$ cat src/rtl/sfcs_pkg.sv
`timescale 1ns / 1ps

package sfcs_pkg;

   // host operation codes
   localparam logic [3:0] OP_RDSTATUS = 4'd0;
   localparam logic [3:0] OP_WREN     = 4'd1;
   localparam logic [3:0] OP_SECTOR   = 4'd2;
   localparam logic [3:0] OP_ERASE32  = 4'd3;
   localparam logic [3:0] OP_ERASE64  = 4'd4;
   localparam logic [3:0] OP_CHIP     = 4'd5;
   localparam logic [3:0] OP_READ     = 4'd6;
   localparam logic [3:0] OP_PROGRAM  = 4'd7;
   localparam logic [3:0] OP_RECEIVED = 4'd8;

   localparam logic [2:0] CMD_RDSTATUS = 3'd0;
   localparam logic [2:0] CMD_WREN     = 3'd1;
   localparam logic [2:0] CMD_SECTOR   = 3'd2;
   localparam logic [2:0] CMD_ERASE32  = 3'd3;
   localparam logic [2:0] CMD_ERASE64  = 3'd4;
   localparam logic [2:0] CMD_CHIP     = 3'd5;
   localparam logic [2:0] CMD_READ     = 3'd6;
   localparam logic [2:0] CMD_PROGRAM  = 3'd7;

   // flash opcodes and status bits
   localparam logic [7:0] FL_RDSR  = 8'h05;
   localparam logic [7:0] FL_WREN  = 8'h06;
   localparam logic [7:0] FL_SE    = 8'h20;
   localparam logic [7:0] FL_BE32  = 8'h52;
   localparam logic [7:0] FL_BE64  = 8'hD8;
   localparam logic [7:0] FL_CE    = 8'hC7;
   localparam logic [7:0] FL_READ  = 8'h03;
   localparam logic [7:0] FL_PP    = 8'h02;
   localparam logic [7:0] FL_DUMMY = 8'hFF;
   localparam int         BUSY_BIT = 0;
   localparam int         WEL_BIT  = 1;

   localparam logic KIND_BUS  = 1'b0;
   localparam logic KIND_DONE = 1'b1;

   typedef enum logic [3:0] {
      PH_IDLE     = 4'd0,
      PH_P1_CMD   = 4'd1,
      PH_P1_DAT   = 4'd2,
      PH_WREN     = 4'd3,
      PH_P2_CMD   = 4'd4,
      PH_P2_DAT   = 4'd5,
      PH_P3_CMD   = 4'd6,
      PH_P3_DAT   = 4'd7,
      PH_MAIN     = 4'd8,
      PH_RDSR_CMD = 4'd9,
      PH_RDSR_DAT = 4'd10
   } phase_type;

   typedef struct packed {
      logic [3:0]  operation;
      logic [23:0] flash_address;
      logic [7:0]  write_byte;
      logic [7:0]  received_byte;
   } req_item_type;

   typedef struct packed {
      logic       kind;
      logic [7:0] tx_byte;
      logic       frame_start;
      logic       frame_end;
      logic [7:0] result_byte;
   } rsp_item_type;

   function automatic logic [7:0] opcode_of(input logic [2:0] cmd);
      logic [7:0] code;
      case (cmd)
         CMD_RDSTATUS: code = FL_RDSR;
         CMD_WREN:     code = FL_WREN;
         CMD_SECTOR:   code = FL_SE;
         CMD_ERASE32:  code = FL_BE32;
         CMD_ERASE64:  code = FL_BE64;
         CMD_CHIP:     code = FL_CE;
         CMD_READ:     code = FL_READ;
         default:      code = FL_PP;
      endcase
      return code;
   endfunction

   function automatic logic [2:0] frame_len_of(input logic [2:0] cmd);
      logic [2:0] len;
      case (cmd)
         CMD_SECTOR, CMD_ERASE32, CMD_ERASE64: len = 3'd4;
         CMD_READ, CMD_PROGRAM:                len = 3'd5;
         default:                              len = 3'd1;
      endcase
      return len;
   endfunction

endpackage

$ cat src/rtl/sfcs_chan_if.sv
`timescale 1ns / 1ps

interface sfcs_req_if;
   logic        valid;
   logic        ready;
   logic [3:0]  operation;
   logic [23:0] flash_address;
   logic [7:0]  write_byte;
   logic [7:0]  received_byte;

   modport source (output valid, operation, flash_address, write_byte, received_byte,
                   input ready);
   modport sink (input valid, operation, flash_address, write_byte, received_byte,
                 output ready);
endinterface

interface sfcs_rsp_if;
   logic       valid;
   logic       ready;
   logic       kind;
   logic [7:0] tx_byte;
   logic       frame_start;
   logic       frame_end;
   logic [7:0] result_byte;

   modport source (output valid, kind, tx_byte, frame_start, frame_end, result_byte,
                   input ready);
   modport sink (input valid, kind, tx_byte, frame_start, frame_end, result_byte,
                 output ready);
endinterface

$ cat src/rtl/sfcs_core.sv
`timescale 1ns / 1ps

module sfcs_core (
   input  logic                  clock,
   input  logic                  reset,
   input  logic                  fire,
   input  sfcs_pkg::req_item_type item,
   output logic                  res_valid,
   output sfcs_pkg::rsp_item_type res
);

   sfcs_pkg::phase_type phase_ff, phase_in;
   logic [2:0]  cmd_ff, cmd_in;
   logic [23:0] addr_ff, addr_in;
   logic [7:0]  data_ff, data_in;
   logic [2:0]  idx_ff, idx_in;

   logic [2:0] len;
   logic [2:0] idx_next;
   logic       is_rx;
   logic       is_cmd;
   logic [7:0] rx;

   assign len      = sfcs_pkg::frame_len_of(cmd_ff);
   assign idx_next = idx_ff + 3'd1;
   assign is_rx    = (item.operation == sfcs_pkg::OP_RECEIVED);
   assign is_cmd   = (item.operation <= sfcs_pkg::OP_PROGRAM);
   assign rx       = item.received_byte;

   function automatic logic [7:0] main_byte(input logic [2:0] idx, input logic [2:0] cmd,
                                            input logic [23:0] addr, input logic [7:0] data);
      logic [7:0] b;
      case (idx)
         3'd0:    b = sfcs_pkg::opcode_of(cmd);
         3'd1:    b = addr[23:16];
         3'd2:    b = addr[15:8];
         3'd3:    b = addr[7:0];
         default: b = (cmd == sfcs_pkg::CMD_PROGRAM) ? data : sfcs_pkg::FL_DUMMY;
      endcase
      return b;
   endfunction

   // next state
   always_comb begin
      phase_in = phase_ff;
      cmd_in   = cmd_ff;
      addr_in  = addr_ff;
      data_in  = data_ff;
      idx_in   = idx_ff;
      case (phase_ff)
         sfcs_pkg::PH_P1_CMD, sfcs_pkg::PH_P2_CMD,
         sfcs_pkg::PH_P3_CMD, sfcs_pkg::PH_RDSR_CMD: begin
            if (is_rx) phase_in = sfcs_pkg::phase_type'(phase_ff + 4'd1);
         end
         sfcs_pkg::PH_P1_DAT: begin
            if (is_rx) phase_in = rx[sfcs_pkg::BUSY_BIT] ? sfcs_pkg::PH_P1_CMD
                                                          : sfcs_pkg::PH_WREN;
         end
         sfcs_pkg::PH_WREN: begin
            if (is_rx) phase_in = sfcs_pkg::PH_P2_CMD;
         end
         sfcs_pkg::PH_P2_DAT: begin
            if (is_rx) begin
               if (!rx[sfcs_pkg::WEL_BIT])            phase_in = sfcs_pkg::PH_P2_CMD;
               else if (cmd_ff == sfcs_pkg::CMD_WREN) phase_in = sfcs_pkg::PH_IDLE;
               else                                   phase_in = sfcs_pkg::PH_P3_CMD;
            end
         end
         sfcs_pkg::PH_P3_DAT: begin
            if (is_rx) begin
               if (rx[sfcs_pkg::BUSY_BIT]) begin
                  phase_in = sfcs_pkg::PH_P3_CMD;
               end else begin
                  phase_in = sfcs_pkg::PH_MAIN;
                  idx_in   = 3'd0;
               end
            end
         end
         sfcs_pkg::PH_MAIN: begin
            if (is_rx) begin
               if (idx_next >= len) begin
                  phase_in = sfcs_pkg::PH_IDLE;
                  idx_in   = 3'd0;
               end else begin
                  idx_in = idx_next;
               end
            end
         end
         sfcs_pkg::PH_RDSR_DAT: begin
            if (is_rx) phase_in = sfcs_pkg::PH_IDLE;
         end
         default: begin
            // idle, or a code that means nothing: take a new command
            phase_in = sfcs_pkg::PH_IDLE;
            if (is_cmd) begin
               cmd_in  = item.operation[2:0];
               addr_in = item.flash_address;
               data_in = item.write_byte;
               idx_in  = 3'd0;
               if (item.operation == sfcs_pkg::OP_RDSTATUS)
                  phase_in = sfcs_pkg::PH_RDSR_CMD;
               else if (item.operation[2:0] == sfcs_pkg::CMD_READ)
                  phase_in = sfcs_pkg::PH_P3_CMD;
               else
                  phase_in = sfcs_pkg::PH_P1_CMD;
            end
         end
      endcase
   end

   // result
   always_comb begin
      res_valid       = 1'b0;
      res.kind        = sfcs_pkg::KIND_BUS;
      res.tx_byte     = 8'h00;
      res.frame_start = 1'b0;
      res.frame_end   = 1'b0;
      res.result_byte = 8'h00;
      case (phase_ff)
         sfcs_pkg::PH_P1_CMD, sfcs_pkg::PH_P2_CMD,
         sfcs_pkg::PH_P3_CMD, sfcs_pkg::PH_RDSR_CMD: begin
            res_valid     = is_rx;
            res.tx_byte   = sfcs_pkg::FL_DUMMY;
            res.frame_end = 1'b1;
         end
         sfcs_pkg::PH_P1_DAT: begin
            res_valid       = is_rx;
            res.frame_start = 1'b1;
            if (rx[sfcs_pkg::BUSY_BIT]) begin
               res.tx_byte = sfcs_pkg::FL_RDSR;
            end else begin
               res.tx_byte   = sfcs_pkg::FL_WREN;
               res.frame_end = 1'b1;
            end
         end
         sfcs_pkg::PH_WREN: begin
            res_valid       = is_rx;
            res.tx_byte     = sfcs_pkg::FL_RDSR;
            res.frame_start = 1'b1;
         end
         sfcs_pkg::PH_P2_DAT: begin
            res_valid = is_rx;
            if (rx[sfcs_pkg::WEL_BIT] && cmd_ff == sfcs_pkg::CMD_WREN) begin
               res.kind        = sfcs_pkg::KIND_DONE;
               res.result_byte = rx;
            end else begin
               res.tx_byte     = sfcs_pkg::FL_RDSR;
               res.frame_start = 1'b1;
            end
         end
         sfcs_pkg::PH_P3_DAT: begin
            res_valid       = is_rx;
            res.frame_start = 1'b1;
            if (rx[sfcs_pkg::BUSY_BIT]) begin
               res.tx_byte = sfcs_pkg::FL_RDSR;
            end else begin
               res.tx_byte   = main_byte(3'd0, cmd_ff, addr_ff, data_ff);
               res.frame_end = (len == 3'd1);
            end
         end
         sfcs_pkg::PH_MAIN: begin
            res_valid = is_rx;
            if (idx_next >= len) begin
               res.kind        = sfcs_pkg::KIND_DONE;
               res.result_byte = (cmd_ff == sfcs_pkg::CMD_READ) ? rx : 8'h00;
            end else begin
               res.tx_byte   = main_byte(idx_next, cmd_ff, addr_ff, data_ff);
               res.frame_end = (idx_next + 3'd1 == len);
            end
         end
         sfcs_pkg::PH_RDSR_DAT: begin
            res_valid       = is_rx;
            res.kind        = sfcs_pkg::KIND_DONE;
            res.result_byte = rx;
         end
         default: begin
            res_valid       = is_cmd;
            res.tx_byte     = sfcs_pkg::FL_RDSR;
            res.frame_start = 1'b1;
         end
      endcase
   end

   always_ff @(posedge clock) begin
      if (reset) begin
         phase_ff <= sfcs_pkg::PH_IDLE;
         cmd_ff   <= 3'd0;
         addr_ff  <= 24'd0;
         data_ff  <= 8'd0;
         idx_ff   <= 3'd0;
      end else if (fire) begin
         phase_ff <= phase_in;
         cmd_ff   <= cmd_in;
         addr_ff  <= addr_in;
         data_ff  <= data_in;
         idx_ff   <= idx_in;
      end
   end

endmodule

$ cat src/rtl/spi_flash_command_sequencer_unit.sv
`timescale 1ns / 1ps

// SPI NOR flash command sequencer.
// req_chan (sink): host commands (operations 0..7) and reply bytes from the
//   SPI shifter (operation 8). A command is taken only while the sequencer
//   is idle; anything that does not fit the current phase is dropped with no
//   response.
// rsp_chan (source): bus bytes to shift out (kind 0, with chip-select start
//   and end marks) and one done item (kind 1) per command carrying the status
//   byte, the read byte, or zero for erase and program.
// Path: a request transfer lands in the input register; when the sequencer
//   steps, any response is loaded into the output register, from which it
//   transfers on rsp_chan.
// Throughput: one request per cycle unless stalled. The phase update is a
//   single step of the state machine between the input and output registers.
// Stall: when rsp_chan is held off, the output register holds its item,
//   the input register holds one more request, and req_chan.ready drops.
// Reset (synchronous): both registers empty, phase idle, held command,
//   address, data and frame index cleared.
module spi_flash_command_sequencer_unit (
   input logic        clock,
   input logic        reset,
   sfcs_req_if.sink   req_chan,
   sfcs_rsp_if.source rsp_chan
);

   logic                   in_valid_ff, in_valid_in;
   sfcs_pkg::req_item_type in_item_ff, in_item_in;
   logic                   rsp_valid_ff, rsp_valid_in;
   sfcs_pkg::rsp_item_type rsp_item_ff, rsp_item_in;

   logic                   advance;
   logic                   res_valid;
   sfcs_pkg::rsp_item_type res;

   // step the sequencer when a request is held and the output slot frees up
   assign advance        = in_valid_ff && (!rsp_valid_ff || rsp_chan.ready);
   assign req_chan.ready = !in_valid_ff || advance;

   sfcs_core u_core (
      .clock     (clock),
      .reset     (reset),
      .fire      (advance),
      .item      (in_item_ff),
      .res_valid (res_valid),
      .res       (res)
   );

   always_comb begin
      in_valid_in = in_valid_ff;
      in_item_in  = in_item_ff;
      if (req_chan.ready) begin
         in_valid_in              = req_chan.valid;
         in_item_in.operation     = req_chan.operation;
         in_item_in.flash_address = req_chan.flash_address;
         in_item_in.write_byte    = req_chan.write_byte;
         in_item_in.received_byte = req_chan.received_byte;
      end
   end

   always_comb begin
      rsp_valid_in = rsp_valid_ff;
      rsp_item_in  = rsp_item_ff;
      if (advance) begin
         rsp_valid_in = res_valid;
         rsp_item_in  = res;
      end else if (rsp_chan.ready) begin
         rsp_valid_in = 1'b0;
      end
   end

   always_ff @(posedge clock) begin
      if (reset) begin
         in_valid_ff  <= 1'b0;
         rsp_valid_ff <= 1'b0;
      end else begin
         in_valid_ff  <= in_valid_in;
         rsp_valid_ff <= rsp_valid_in;
      end
   end

   always_ff @(posedge clock) begin
      in_item_ff  <= in_item_in;
      rsp_item_ff <= rsp_item_in;
   end

   assign rsp_chan.valid       = rsp_valid_ff;
   assign rsp_chan.kind        = rsp_item_ff.kind;
   assign rsp_chan.tx_byte     = rsp_item_ff.tx_byte;
   assign rsp_chan.frame_start = rsp_item_ff.frame_start;
   assign rsp_chan.frame_end   = rsp_item_ff.frame_end;
   assign rsp_chan.result_byte = rsp_item_ff.result_byte;

endmodule
$ cat src/flat_wrapper.sv
// flat-port wrapper written by rule: the top's interface ports become plain ports
module spi_flash_command_sequencer_unit_flat 
  (clock, reset, req_chan_valid, req_chan_operation, req_chan_flash_address, req_chan_write_byte, req_chan_received_byte, req_chan_ready, rsp_chan_valid, rsp_chan_kind, rsp_chan_tx_byte, rsp_chan_frame_start, rsp_chan_frame_end, rsp_chan_result_byte, rsp_chan_ready);
  sfcs_req_if req_chan_i ();
  sfcs_rsp_if rsp_chan_i ();
  input logic clock;
  input logic reset;
  input wire logic [$bits(req_chan_i.valid)-1:0] req_chan_valid;
  input wire logic [$bits(req_chan_i.operation)-1:0] req_chan_operation;
  input wire logic [$bits(req_chan_i.flash_address)-1:0] req_chan_flash_address;
  input wire logic [$bits(req_chan_i.write_byte)-1:0] req_chan_write_byte;
  input wire logic [$bits(req_chan_i.received_byte)-1:0] req_chan_received_byte;
  output wire logic [$bits(req_chan_i.ready)-1:0] req_chan_ready;
  output wire logic [$bits(rsp_chan_i.valid)-1:0] rsp_chan_valid;
  output wire logic [$bits(rsp_chan_i.kind)-1:0] rsp_chan_kind;
  output wire logic [$bits(rsp_chan_i.tx_byte)-1:0] rsp_chan_tx_byte;
  output wire logic [$bits(rsp_chan_i.frame_start)-1:0] rsp_chan_frame_start;
  output wire logic [$bits(rsp_chan_i.frame_end)-1:0] rsp_chan_frame_end;
  output wire logic [$bits(rsp_chan_i.result_byte)-1:0] rsp_chan_result_byte;
  input wire logic [$bits(rsp_chan_i.ready)-1:0] rsp_chan_ready;
  assign req_chan_i.valid = req_chan_valid;
  assign req_chan_i.operation = req_chan_operation;
  assign req_chan_i.flash_address = req_chan_flash_address;
  assign req_chan_i.write_byte = req_chan_write_byte;
  assign req_chan_i.received_byte = req_chan_received_byte;
  assign req_chan_ready = req_chan_i.ready;
  assign rsp_chan_valid = rsp_chan_i.valid;
  assign rsp_chan_kind = rsp_chan_i.kind;
  assign rsp_chan_tx_byte = rsp_chan_i.tx_byte;
  assign rsp_chan_frame_start = rsp_chan_i.frame_start;
  assign rsp_chan_frame_end = rsp_chan_i.frame_end;
  assign rsp_chan_result_byte = rsp_chan_i.result_byte;
  assign rsp_chan_i.ready = rsp_chan_ready;
  spi_flash_command_sequencer_unit u_core (.clock(clock), .reset(reset), .req_chan(req_chan_i), .rsp_chan(rsp_chan_i));
endmodule
$ cat config.mk
export PLATFORM = sky130hd
export DESIGN_NAME = spi_flash_command_sequencer_unit_flat
export DESIGN_NICKNAME = d
export VERILOG_FILES = /design/src/rtl/sfcs_pkg.sv /design/src/rtl/sfcs_chan_if.sv /design/src/rtl/sfcs_core.sv /design/src/rtl/spi_flash_command_sequencer_unit.sv /design/src/flat_wrapper.sv
export SDC_FILE = /design/constraint.sdc
export NUM_CORES = 1
export LEC_CHECK = 0
export ABC_CLOCK_PERIOD_IN_PS = 2900
export BUFFER_PORTS_ARGS = -buffer_cell sky130_fd_sc_hd__buf_2
export CAP_MARGIN = 20
export CORE_ASPECT_RATIO = 0.9
export CORE_MARGIN = 1.5
export CORE_UTILIZATION = 42
export CTS_CLUSTER_DIAMETER = 200
export DETAILED_ROUTE_END_ITERATION = 16
export SLEW_MARGIN = 10
export SYNTH_ARGS = -nofsm -noshare
export SYNTH_HDL_FRONTEND = slang
export SYNTH_HIERARCHICAL = 1
export SYNTH_SLANG_ARGS = --single-unit
export TNS_END_PERCENT = 1
$ cat constraint.sdc
create_clock -name clock -period 2.9 [get_ports clock]
set_input_delay 0.29 -clock clock [delete_from_list [all_inputs] [get_ports clock]]
set_output_delay 0.29 -clock clock [all_outputs]
set_load 0.02 [all_outputs]
==> out/summary.txt <==
RUN STATUS
----------------------------------------------------------------------------------------
Status .................................................................... finished clean

YOSYS
----------------------------------------------------------------------------------------
Synthesized netlist net count .............................................          506
Synthesized area per cell .................................................     10.5 um2
Post-synthesis cell area ..................................................  0.00469 mm2
Async S/R FF share, synth .................................................           0%
Number of warning messages in the yosys log ...............................            6
Share of synthesized area occupied by flip-flops and latches ..............        59.1%
Library cells used by synthesis ...........................................           57
Number of register bits inferred by synthesis .............................          107
Post-synthesis cell type with the largest combined area ................... sky130_fd_sc_hd__edfxtp_1
Fraction of post-synthesis cell area in the top cell type by area .........        40.3%
Post-Syn Instances ........................................................          446
Number of synthesized flops with an enable pin ............................           63
Most instantiated flip-flop cell in the synthesis netlist ................. sky130_fd_sc_hd__edfxtp_1
Dominant cells by area after synthesis .................................... sky130_fd_sc_hd__edfxtp_1 (40%), sky130_fd_sc_hd__dfxtp_1 (19%), sky130_fd_sc_hd__nand2_1 (6.7%)

FINAL LAYOUT
----------------------------------------------------------------------------------------
Share of post-route cells with drive strength above 1 .....................        20.1%
Share of the core filled with cells .......................................        50.9%
Total area of multi-input combinational cells .............................  0.00177 mm2
Final layout net count ....................................................          573
Synthesis-to-layout area growth ...........................................        17.7%
Most common library cell in the layout ignoring fill and taps ............. sky130_fd_sc_hd__nand2_1
Top library cells by usage in the layout, fill and taps aside ............. sky130_fd_sc_hd__nand2_1 (84), sky130_fd_sc_hd__buf_2 (68), sky130_fd_sc_hd__edfxtp_1 (63)
Antenna Cells .............................................................            0
Area of all sequential standard cells .....................................  0.00277 mm2
Fill cell count ...........................................................         1012
Final non-filler cell area ................................................  0.00552 mm2

CLOCK NETWORK
----------------------------------------------------------------------------------------
Post-CTS Hold Fix Bufs ....................................................            0
Clock tree from TritonCTS .................................................          yes
Total number of clock tree sinks ..........................................          107
Max H-tree Level ..........................................................            3
Clock Latency Late Sink ...................................................      0.34 ns
Clock root buffer ......................................................... sky130_fd_sc_hd__clkbuf_16
Number of CTS-inserted buffers ............................................            9
Clock-pin slew on the worst setup and hold paths ..........................      0.07 ns
Setup bufs post-CTS .......................................................            0
Gates resized, CTS repair .................................................            0
Clock Path Buffers ........................................................            2

WORST SETUP PATH
----------------------------------------------------------------------------------------
Data arrival time of the worst path .......................................      2.87 ns
Number of buffer and inverter instances along the worst setup path ........            1
Delay of the slowest critical-path stage ..................................      0.40 ns
Worst Setup Path Type .....................................................      reg2reg
WP data required ..........................................................      3.16 ns
Top cell family by delay on the critical path ............................. simple AND/OR/NAND/NOR gates
Reg2reg setup slack .......................................................      0.29 ns
Endpoint class of the critical path .......................................     register
Startpoint of the worst-slack reg-to-reg timing path ...................... u_core/u_core/cmd_ff[1]$_SDFFE_PP0P_
Terminus of the critical flop-to-flop path ................................ u_core/u_core/idx_ff[1]$_SDFFE_PP0P_
R2r worst-path depth ......................................................            9
Crit path launch type .....................................................     register
Top fanout value on the critical path .....................................            8
Cell-by-cell listing of the critical path ................................. nor3b_1 -> nor2_1 -> ha_1 -> or3b_1 -> a211oi_1 -> buf_4 -> nand2_1 -> or3_1 -> a21oi_1
Cell at the slowest stage of the critical path ............................ sky130_fd_sc_hd__or3b_1

POWER
----------------------------------------------------------------------------------------
Standby leakage power .....................................................      2.05 nW
Switch share ..............................................................        23.2%
Sequential fraction of design power .......................................        51.6%
Internal power consumption ................................................      2.58 mW
Total power after layout ..................................................      3.36 mW
Part of the total power dissipated in combinational logic .................        10.1%
Max IR drop VDD ...........................................................       334 uV
Clock power share .........................................................        38.3%
Cell Pwr Density ..........................................................   609 mW/mm2
Net switching power .......................................................     0.782 mW

STA
----------------------------------------------------------------------------------------
Number of failing hold endpoints at the final stage .......................            0
Count of pins over their slew limit .......................................            0
Setup repair after global routing missed its margin .......................           no
Final worst path period share .............................................        90.0%
Worst relative slew slack .................................................        47.0%
Total Neg Setup Slack .....................................................         0 ns
Tightest Pin Transition ...................................................     0.795 ns
Setup WS post-layout ......................................................     0.291 ns
Count of endpoints failing setup in the final report ......................            0
Minimum period implied by the final worst setup slack .....................      2.61 ns
Skew final ................................................................   0.00602 ns
Fmax ......................................................................    0.383 GHz

MIN PATH
----------------------------------------------------------------------------------------
Launch instance of the worst min-delay path ............................... req_chan_flash_address[0]
Worst hold path type ......................................................       in2reg
Hold EP ................................................................... u_core/in_item_ff[16]$_DFFE_PP_
Number of stages on the worst hold path ...................................            1

GLOBAL ROUTE
----------------------------------------------------------------------------------------
Antenna violations before repair ..........................................            0
First-pass GRT wire length ................................................      16.2 mm
Via count of the first global-routing pass ................................         3188
Total gr overflow .........................................................            0
Pin count of the biggest net entering global routing ......................           45
Global routing usage summed across all routing layers .....................        18.2%

PLACE
----------------------------------------------------------------------------------------
Placer's final routability congestion estimate ............................        0.875
Placed Instance Area ......................................................  0.00520 mm2
Post-detailed-placement half-perimeter wirelength .........................      7.36 mm
# port buffers ............................................................           68
Worst setup timing slack at the placement stage ...........................     0.240 ns

DETAILED ROUTING
----------------------------------------------------------------------------------------
Routed WL per cell ........................................................      15.2 um
Final routed wirelength across all metal layers ...........................      10.2 mm
Residual antenna-violating net count after detailed routing ...............            0
Number of search-and-repair iterations in the first detailed-routing pass .            5
Number of DRC violations after detailed-routing iteration 0 ...............          201
DRC violations left .......................................................            0
Avg Vias per Cell .........................................................         5.27
Via total after detailed routing ..........................................         3533

FLOORPLAN
----------------------------------------------------------------------------------------
Count of pins on the block boundary .......................................           69
Std cell rows .............................................................           36
Core area .................................................................   0.0109 mm2
Die outline height ........................................................       103 um
Die width .................................................................       114 um
Floorplan die area ........................................................   0.0118 mm2
Initial standard-cell utilization of the core .............................        43.2%

RUN
----------------------------------------------------------------------------------------
Number of max-capacitance violations reported .............................            0

[per-stage QoR]
stage	hold slack [ns]	std cells
final	0.117	670
after detailed placement	0.450	654
after CTS	0.104	670
after floorplan	0.352	446
after global placement	0.445	654
after global routing	0.0980	670
[how the worst max path moves through the flow]
stage,start,to,slack (ns),depth (start not counted)
after floorplan,u_core/u_core/cmd_ff[2]$_SDFFE_PP0P_,u_core/u_core/phase_ff[1]$_SDFFE_PP0P_,0.11,9
after global placement,u_core/u_core/cmd_ff[1]$_SDFFE_PP0P_,u_core/rsp_chan.frame_end$_DFFE_PP_,0.27,8
after detailed placement,u_core/u_core/cmd_ff[1]$_SDFFE_PP0P_,u_core/rsp_chan.frame_end$_DFFE_PP_,0.24,8
after CTS,u_core/u_core/cmd_ff[1]$_SDFFE_PP0P_,u_core/rsp_chan.frame_end$_DFFE_PP_,0.20,8
after global routing,u_core/u_core/cmd_ff[2]$_SDFFE_PP0P_,u_core/rsp_chan.frame_end$_DFFE_PP_,0.007,8
final,u_core/u_core/cmd_ff[1]$_SDFFE_PP0P_,u_core/u_core/idx_ff[1]$_SDFFE_PP0P_,0.29,9
[routing by layer]
| metal | GRT usage (%) | part of all wire, % | vias to the layer above |
|---|---|---|---|
| li1 | - | - | 1762 |
| met3 | 4.20 | 5.4 | 8 |
| met1 | 23.5 | 47 | 1669 |
| met5 | 0 | 0 | - |
| met4 | 6.06 | 0.94 | 0 |
| met2 | 30.5 | 47 | 94 |
[cells in the mapped netlist, types with 4 or more instances]
master,count
sky130_fd_sc_hd__nand2_1,84
sky130_fd_sc_hd__edfxtp_1,63
sky130_fd_sc_hd__a21oi_1,57
sky130_fd_sc_hd__dfxtp_1,44
sky130_fd_sc_hd__o21ai_0,26
sky130_fd_sc_hd__nor2_1,20
sky130_fd_sc_hd__clkbuf_1,16
sky130_fd_sc_hd__ha_1,12
sky130_fd_sc_hd__inv_1,12
sky130_fd_sc_hd__and2_1,8
sky130_fd_sc_hd__a22oi_1,7
sky130_fd_sc_hd__a211oi_1,6
sky130_fd_sc_hd__nor2b_1,6
sky130_fd_sc_hd__nand2b_1,5
sky130_fd_sc_hd__nand3b_1,5
sky130_fd_sc_hd__nor3_1,4
sky130_fd_sc_hd__o211ai_1,4
sky130_fd_sc_hd__o21a_1,4
sky130_fd_sc_hd__o221ai_1,4
[state kept, by name, indices dropped and copies added (netlist names)]
signal	flops
u_core/in_item_ff	44
u_core/in_valid_ff	1
u_core/rsp_chan.frame_end	1
u_core/rsp_chan.frame_start	1
u_core/rsp_chan.kind	1
u_core/rsp_chan.result_byte	8
u_core/rsp_chan.tx_byte	8
u_core/rsp_chan.valid	1
u_core/u_core/addr_ff	24
u_core/u_core/cmd_ff	3
u_core/u_core/data_ff	8
u_core/u_core/idx_ff	3
u_core/u_core/phase_ff	4
[cell families (layout without fill, tap and decap cells)]
group,Yosys count,after routing,share of synthesized area [%]
AOI/OAI and AO/OA,138,138,18.5
xor gates and xnor gates,2,2,0.374
adders and majority gates,12,12,3.20
buffers and inverters,35,107,3.39
DFF,107,107,59.1
and+or+nand+nor,152,152,15.4
[worst reg2reg max path: cells and delay by family, from the launching register on]
family / cells / cell delay, ns
flops: 1 / 0.33
simple gates: 5 / 1.19
fa+ha+maj: 1 / 0.31
compound gates: 2 / 0.50
buf+inv: 1 / 0.21
[power groups by stage]
| stage | sequential [mW] | combinational (mW) | clock (mW) |
|---|---|---|---|
| after global routing | 1.75 | 0.382 | 1.39 |
| after CTS | 1.74 | 0.342 | 1.32 |
| after floorplan | 1.77 | 0.217 | 0 |
| after global placement | 1.77 | 0.336 | 0 |
| after detailed placement | 1.77 | 0.340 | 0 |
| final | 1.74 | 0.341 | 1.29 |
[final cells by class]
| cell class | instances | area share [%] |
|---|---|---|
| sequential | 107 | 50.2 |
| multi-input combinational | 304 | 32.1 |
| tap | 152 | 3.44 |
| clock inverter | 6 | 1.61 |
| inverter | 12 | 0.816 |
| timing repair buffer | 79 | 7.66 |
| clock buffer | 10 | 4.15 |
(Power assumes the default switching activity.)
